<file path="src/qrs_pkg.sv">
// shared constants, codes and types for the quadratic root solver
`default_nettype none

package qrs_pkg;

  // number format of coefficients and roots
  localparam int DATA_W = 32;
  localparam int FRAC_W = 16;
  localparam int THR_W  = 16;
  localparam int CNT_W  = 2;

  // full product and discriminant, discriminant kept signed with headroom
  localparam int PROD_W = 2 * DATA_W;
  localparam int DISC_W = PROD_W + 3;

  // square root input covers |a|*|c| scaled by 2^(2*FRAC_W)
  localparam int RAD_W  = PROD_W + 2 * FRAC_W;
  localparam int ROOT_W = RAD_W / 2;

  // -b +/- sqrt(disc) as a signed sum, then scaled by one half in Q format
  localparam int TSUM_W = DATA_W + 4;
  localparam int NUM_W  = TSUM_W + FRAC_W - 2;

  // digits resolved per pipeline stage
  localparam int SQRT_STEPS  = 2;
  localparam int SQRT_STAGES = ROOT_W / SQRT_STEPS;
  localparam int DIV_STEPS   = 2;
  localparam int DIV_STAGES  = NUM_W / DIV_STEPS;

  // root count codes
  localparam logic [CNT_W-1:0] CNT_NONE = 2'd0;
  localparam logic [CNT_W-1:0] CNT_ONE  = 2'd1;
  localparam logic [CNT_W-1:0] CNT_TWO  = 2'd2;
  localparam logic [CNT_W-1:0] CNT_INF  = 2'd3;

  // kind of equation found by the front end
  typedef enum logic [2:0] {
    MODE_NONE,
    MODE_INF,
    MODE_LIN,
    MODE_ZERO,
    MODE_SQ,
    MODE_ONE,
    MODE_TWO
  } mode_e;

  typedef struct packed {
    mode_e             mode;
    logic [DATA_W-1:0] mag_a;
    logic [DATA_W-1:0] mag_b;
    logic [DATA_W-1:0] mag_c;
    logic              sign_a;
    logic              sign_b;
    logic              sign_c;
  } coef_info_t;

  typedef struct packed {
    mode_e mode;
    logic  neg;
  } lane_info_t;

endpackage

`default_nettype wire

</file>
<file path="src/qrs_root_if.sv">
// root result channel
`default_nettype none

interface qrs_root_if;
  logic                               valid;
  logic                               ready;
  logic [qrs_pkg::CNT_W-1:0]          root_count;
  logic signed [qrs_pkg::DATA_W-1:0]  root_one;
  logic signed [qrs_pkg::DATA_W-1:0]  root_two;
  logic                               overflow;

  modport source (output valid, output root_count, output root_one, output root_two,
                  output overflow, input ready);
  modport sink (input valid, input root_count, input root_one, input root_two,
                input overflow, output ready);
endinterface

`default_nettype wire

</file>
<file path="src/qrs_back.sv">
// back end: sign, saturation, root ordering and the output register
`default_nettype none

module qrs_back (
  input  logic                        clk_i,
  input  logic                        rst_ni,
  input  logic                        valid_i,
  input  qrs_pkg::lane_info_t         info_i,
  input  logic                        neg_y_i,
  input  logic [qrs_pkg::NUM_W-1:0]   quo_x_i,
  input  logic [qrs_pkg::NUM_W-1:0]   quo_y_i,
  output logic                        en_o,
  qrs_root_if.source                  root_o
);
  import qrs_pkg::*;

  // returns {overflow, value}
  function automatic logic [DATA_W:0] saturate(input logic [NUM_W-1:0] q, input logic neg);
    logic ovf;
    logic [DATA_W-1:0] v;
    if (neg) begin
      ovf = (|q[NUM_W-1:DATA_W]) || (q[DATA_W-1] && (|q[DATA_W-2:0]));
      v   = ovf ? {1'b1, {(DATA_W-1){1'b0}}} : (~q[DATA_W-1:0] + 1'b1);
    end else begin
      ovf = |q[NUM_W-1:DATA_W-1];
      v   = ovf ? {1'b0, {(DATA_W-1){1'b1}}} : q[DATA_W-1:0];
    end
    return {ovf, v};
  endfunction

  logic [DATA_W:0]   sat_x, sat_y;
  logic [DATA_W-1:0] x, y, big, lit;
  logic [CNT_W-1:0]  count_d;
  logic              valid_q, ovf_q;
  logic [CNT_W-1:0]  count_q;
  logic [DATA_W-1:0] one_q, two_q;

  assign sat_x = saturate(quo_x_i, info_i.neg);
  assign sat_y = saturate(quo_y_i, neg_y_i);
  assign x     = sat_x[DATA_W-1:0];
  assign y     = sat_y[DATA_W-1:0];
  assign big   = ($signed(x) > $signed(y)) ? x : y;
  assign lit   = ($signed(x) > $signed(y)) ? y : x;

  // root count per case
  always_comb begin
    case (info_i.mode)
      MODE_NONE: count_d = CNT_NONE;
      MODE_INF:  count_d = CNT_INF;
      MODE_LIN:  count_d = CNT_ONE;
      MODE_ZERO: count_d = CNT_ONE;
      MODE_ONE:  count_d = CNT_ONE;
      MODE_SQ:   count_d = CNT_TWO;
      MODE_TWO:  count_d = CNT_TWO;
      default:   count_d = CNT_NONE;
    endcase
  end

  // pipeline advances whenever the output register is free or being taken
  assign en_o = !valid_q || root_o.ready;

  always_ff @(posedge clk_i) begin
    if (en_o) begin
      count_q <= count_d;
      if (count_d == CNT_NONE || count_d == CNT_INF) begin
        one_q <= '0;
        two_q <= '0;
        ovf_q <= 1'b0;
      end else begin
        one_q <= big;
        two_q <= lit;
        ovf_q <= sat_x[DATA_W] | sat_y[DATA_W];
      end
    end
  end

  always_ff @(posedge clk_i or negedge rst_ni) begin
    if (!rst_ni) begin
      valid_q <= 1'b0;
    end else if (en_o) begin
      valid_q <= valid_i;
    end
  end

  assign root_o.valid      = valid_q;
  assign root_o.root_count = count_q;
  assign root_o.root_one   = one_q;
  assign root_o.root_two   = two_q;
  assign root_o.overflow   = ovf_q;

endmodule

`default_nettype wire

</file>
<file path="src/flat_wrapper.sv">
// flat-port wrapper written by rule: the top's interface ports become plain ports
module qrs_back_flat import qrs_pkg::*;
  (clk_i, rst_ni, valid_i, info_i, neg_y_i, quo_x_i, quo_y_i, en_o, root_o_valid, root_o_root_count, root_o_root_one, root_o_root_two, root_o_overflow, root_o_ready);
  qrs_root_if root_o_i ();
  input  logic clk_i;
  input  logic rst_ni;
  input  logic valid_i;
  input  qrs_pkg::lane_info_t info_i;
  input  logic neg_y_i;
  input  logic [qrs_pkg::NUM_W-1:0] quo_x_i;
  input  logic [qrs_pkg::NUM_W-1:0] quo_y_i;
  output logic en_o;
  output wire logic [$bits(root_o_i.valid)-1:0] root_o_valid;
  output wire logic [$bits(root_o_i.root_count)-1:0] root_o_root_count;
  output wire logic [$bits(root_o_i.root_one)-1:0] root_o_root_one;
  output wire logic [$bits(root_o_i.root_two)-1:0] root_o_root_two;
  output wire logic [$bits(root_o_i.overflow)-1:0] root_o_overflow;
  input wire logic [$bits(root_o_i.ready)-1:0] root_o_ready;
  assign root_o_valid = root_o_i.valid;
  assign root_o_root_count = root_o_i.root_count;
  assign root_o_root_one = root_o_i.root_one;
  assign root_o_root_two = root_o_i.root_two;
  assign root_o_overflow = root_o_i.overflow;
  assign root_o_i.ready = root_o_ready;
  qrs_back u_core (.clk_i(clk_i), .rst_ni(rst_ni), .valid_i(valid_i), .info_i(info_i), .neg_y_i(neg_y_i), .quo_x_i(quo_x_i), .quo_y_i(quo_y_i), .en_o(en_o), .root_o(root_o_i));
endmodule
</file>
<file path="config.mk">
export PLATFORM = sky130hd
export DESIGN_NAME = qrs_back_flat
export DESIGN_NICKNAME = d
export VERILOG_FILES = /design/src/qrs_pkg.sv /design/src/qrs_root_if.sv /design/src/qrs_back.sv /design/src/flat_wrapper.sv
export SDC_FILE = /design/constraint.sdc
export NUM_CORES = 1
export LEC_CHECK = 0
export ABC_AREA = 1
export BUFFER_PORTS_ARGS = -buffer_cell sky130_fd_sc_hd__buf_2
export CELL_PAD_IN_SITES_DETAIL_PLACEMENT = 1
export CELL_PAD_IN_SITES_GLOBAL_PLACEMENT = 2
export CORE_MARGIN = 4
export CORE_UTILIZATION = 25
export DETAILED_ROUTE_END_ITERATION = 6
export PLACE_DENSITY = 0.73
export SLEW_MARGIN = 10
export SYNTH_ARGS = -nofsm -noshare
export SYNTH_HDL_FRONTEND = slang
export SYNTH_SLANG_ARGS = --single-unit
export TNS_END_PERCENT = 5
</file>
<file path="constraint.sdc">
create_clock -name clk_i -period 2.8 [get_ports clk_i]
set_input_delay 0.14 -clock clk_i [delete_from_list [all_inputs] [get_ports clk_i]]
set_output_delay 0.14 -clock clk_i [all_outputs]
set_load 0.1 [all_outputs]
</file>
==> metrics.md <==
| Metric | Value |
|---|---|
| Global route overflow | 0 |
| Clock Path Buffers | 2 |
| Skew-Pair Late Insertion Delay | 0.35 ns |
| Worst-path fanout max | 7 |
| GPL Wtd Cong | roughly 0.88 |
| Clk_skew | 0.00682 ns |
| Yosys Warn Count | 0 |
| Multiplexer area fraction after synthesis | less than 1% |
| FF+latch count, synth | 68 |
| Fin util | around 47% |
| Vias | 9,498 |
| HPWL after DPL | 26,200 um |
| Fillers | 3,602 |
| Vias in the first global route | 9,923 |
| Status | finished, violations left |
| VDD IR-drop max | about 0.37 mV |
| Post-Layout Cell Count | roughly 2,100 |
| Antenna diode count | 0 |
| Footprint of the multi-input gates | 0.00545 sq mm |
| Die Width | approximately 180 um |
| Drt initial violations | 402 |
| Layout area overhead | 82.7% |
| Fraction of layout instances using a drive strength above 1 | about half |
| Critical path class | in2reg |
| Failing checks | negative setup slack |
| Most frequent cells in the layout | 335 x buf_4, 252 x nand2_1, 190 x nor2_1 |
| Nets | 1,830 |
| FP Rows | between 60 and 70 |
| Distinct cells, synth | 40 |
| CP peak stage delay | 0.20 ns |
| Largest net degree at the start of global routing | 66 |
| DR pass1 iterations | 5 |
| DRC errors left | 0 |
| Post-synthesis xor/xnor area fraction | 4.19% |
| Core area | 0.0279 sq mm |
| Pwr dens | 426 mW/mm^2 |
| Most common cell after layout, fill and taps aside | buf_4 |
| Mapped Cells | about 1,200 |
| Most used cell, CP | nand2_1 |
| Mapped Area | 0.00711 sq mm |
| Worst Setup Start Kind | input pin |
| Vias per inst | 4.59 |
| Tmin final | 3.29 ns |
| Leak Pwr | 6.50 nW |
| Placed insts | roughly 2,000 |
| Compound-Gate Fraction of Synth Area | 7.23% |
| Mapped Avg Cell Area | 6.13 sq um |
| Syn Nets | 1,304 |
| Simple-gate portion of the synthesized area | 41.7% |
| Clk sinks | slightly below 70 |
| Largest family of logic cells by synthesized area | simple AND/OR/NAND/NOR gates |
| Sequential Area | around 0.0020 sq mm |
| Post-route ant nets | 0 |
| Synth Area in Adders | under 10% |
| PortBufs | 177 |
| Arrival time at the worst endpoint | between 3 and 4 ns |
| Gr usage total | 21.4% |
| CTS buffer count | 9 |
| Hold WC Path Type | in2async |
| PnR worst setup slack | -0.489 ns |
| Placed Area | 0.0106 sq mm |
| Max Transition Viols Final | 0 |
| RSZ-0062 raised after global routing | true |
| First-pass GRT wire length | 52,800 um |
| Die Y | roughly 180 um |
| Design area | 0.0130 sq mm |
| Worst rel slew slack | roughly two thirds |
| Clock Pin Slew Worst Setup and Hold Paths | 0.06 ns |
| Final Hold Fails | 0 |
| Initial Util | approximately a quarter |
| CP max-delay cell | o21ai_4 |
| Fin crit share | 117% |
| Final WL | 35,500 um |
| # IOs | 178 |
| Critical path capture point type | flip-flop |
| Avg WL per Cell | 17.1 um |
| Clock root cell | clkbuf_16 |
| Seq/Total Area, Yosys | 28.6% |
| Peak Freq | around 0.3 GHz |
| Full die area | 0.0312 sq mm |
| H-tree levels | 3 |
| Least-Margin Pin Slew | 0.502 ns |
| Setup violations, final | 64 |
| Hold_ws | 0.0930 ns |
| MaxCap Viol Count | 0 |
| Initial antenna violation count | 0 |
| Post-place setup slack | -1.32 ns |
| Req. time, crit path | 2.90 ns |
| CTS tree | built |
area by class of cell:
class,count,area share [%]
Multi-Input combinational cell,898,42.0
Sequential cell,68,15.7
Timing Repair Buffer,548,31.5
Tap cell,378,3.64
Clock buffer,11,1.95
Clock inverter,5,0.453
Inverter,162,4.83
cells by family (layout without fill, tap and decap cells):
group | after synthesis | count (layout)
buffers and inverters | 195 | 726
muxes | 2 | 2
adders and majority gates | 34 | 34
AOI/OAI and AO/OA | 97 | 97
and+or+nand+nor | 731 | 731
DFF | 68 | 68
xor gates and xnor gates | 34 | 34
critical path, delay by kind of cell:
| family | cells | cell delay, ns |
|---|---|---|
| buffers and inverters | 10 | 1.09 |
| and+or+nand+nor | 17 | 1.42 |
| AOI/OAI and AO/OA | 2 | 0.40 |
| adders and majority gates | 2 | 0.31 |
repair_timing:
| item | CTS | global route |
|---|---|---|
| hold endpoints to repair | 2 | 0 |
| endpoints found under the setup margin | 64 | 64 |
| gates cloned | 8 | 2 |
| hold buffers | 2 | 0 |
| pin swaps | 43 | 53 |
| gates resized for setup | 208 | 173 |
| buffers inserted | 38 | 18 |
cells in the mapped netlist:
master,number,share of area (%)
nor2_1,281,15
o21bai_1,1,0.11
nand3_1,81,5.7
nand3_4,1,0.25
a21oi_1,36,2.5
nor2_2,2,0.18
clkbuf_1,14,0.74
o21ai_1,6,0.42
a21boi_1,1,0.11
nand4_1,15,1.3
nand2_1,328,17
o21a_1,3,0.32
a32oi_1,1,0.12
a21o_1,1,0.11
mux2i_1,2,0.28
o22a_1,1,0.12
or2_2,3,0.26
nor3b_1,2,0.21
buf_12,1,0.28
inv_2,2,0.11
a41oi_1,1,0.12
nor3_1,9,0.63
o21ai_0,45,3.2
nand3_2,1,0.14
xnor2_1,3,0.37
nor3_4,1,0.23
buf_4,2,0.21
edfxtp_1,67,28
nand3b_1,2,0.21
ha_1,34,6.0
inv_1,158,8.3
and3_1,2,0.18
dfrtp_1,1,0.35
xor2_1,31,3.8
or3_1,1,0.088
o31ai_1,1,0.11
buf_6,12,1.9
nand2_2,2,0.18
buf_2,4,0.28
clkinv_1,2,0.11
power breakdown:
part           internal, W  switching (W)  leakage, nW
clock network     0.000740       0.000484        0.148
registers          0.00130      0.0000662        0.718
logic             0.000928        0.00202         5.64
total              0.00297        0.00257         6.50
metrics by stage:
stage / TNS (ns) / total power (W)
floorplan: -29.38 / 0.00308
global placement: -74.07 / 0.00380
detailed placement: -79.96 / 0.00383
CTS: -23.44 / 0.00538
global route: -40.82 / 0.00579
finish: -26.15 / 0.00554
routing by layer:
metal  vias up  global-route usage [%]  wire length, um
met2       167                    38.2            18100
met4         0                    4.38              732
li1       4711                       -                -
met1      4578                    28.2            15700
met3        42                    2.31              946
met5         -                       0                0
path summary, 6_finish.rpt:
path | slack (ns) | to | depth (start not counted) | start
setup / recovery | -0.49 | u_core.root_o.root_one[7] | 31 | quo_y_i[1]
hold / removal | 0.09 | u_core.root_o.valid | 2 | rst_ni
setup reg to reg | 1.39 | u_core.root_o.root_one[24] | 2 | u_core.root_o.valid
hold reg to reg | 0.79 | u_core.root_o.valid | 2 | u_core.root_o.valid
max in group asynchronous | 2.62 | u_core.root_o.valid | 2 | rst_ni
min in group clk_i | 0.16 | u_core.root_o.root_count[1] | 3 | info_i[3]
sequential cells by signal, summed over array words and instances (netlist names):
| name | count |
|---|---|
| u_core.root_o.root_two | 32 |
| u_core.root_o.root_one | 32 |
| u_core.root_o.valid | 1 |
| u_core.root_o.root_count | 2 |
| u_core.root_o.overflow | 1 |
Note: power is estimated with default switching activity, not from simulation.
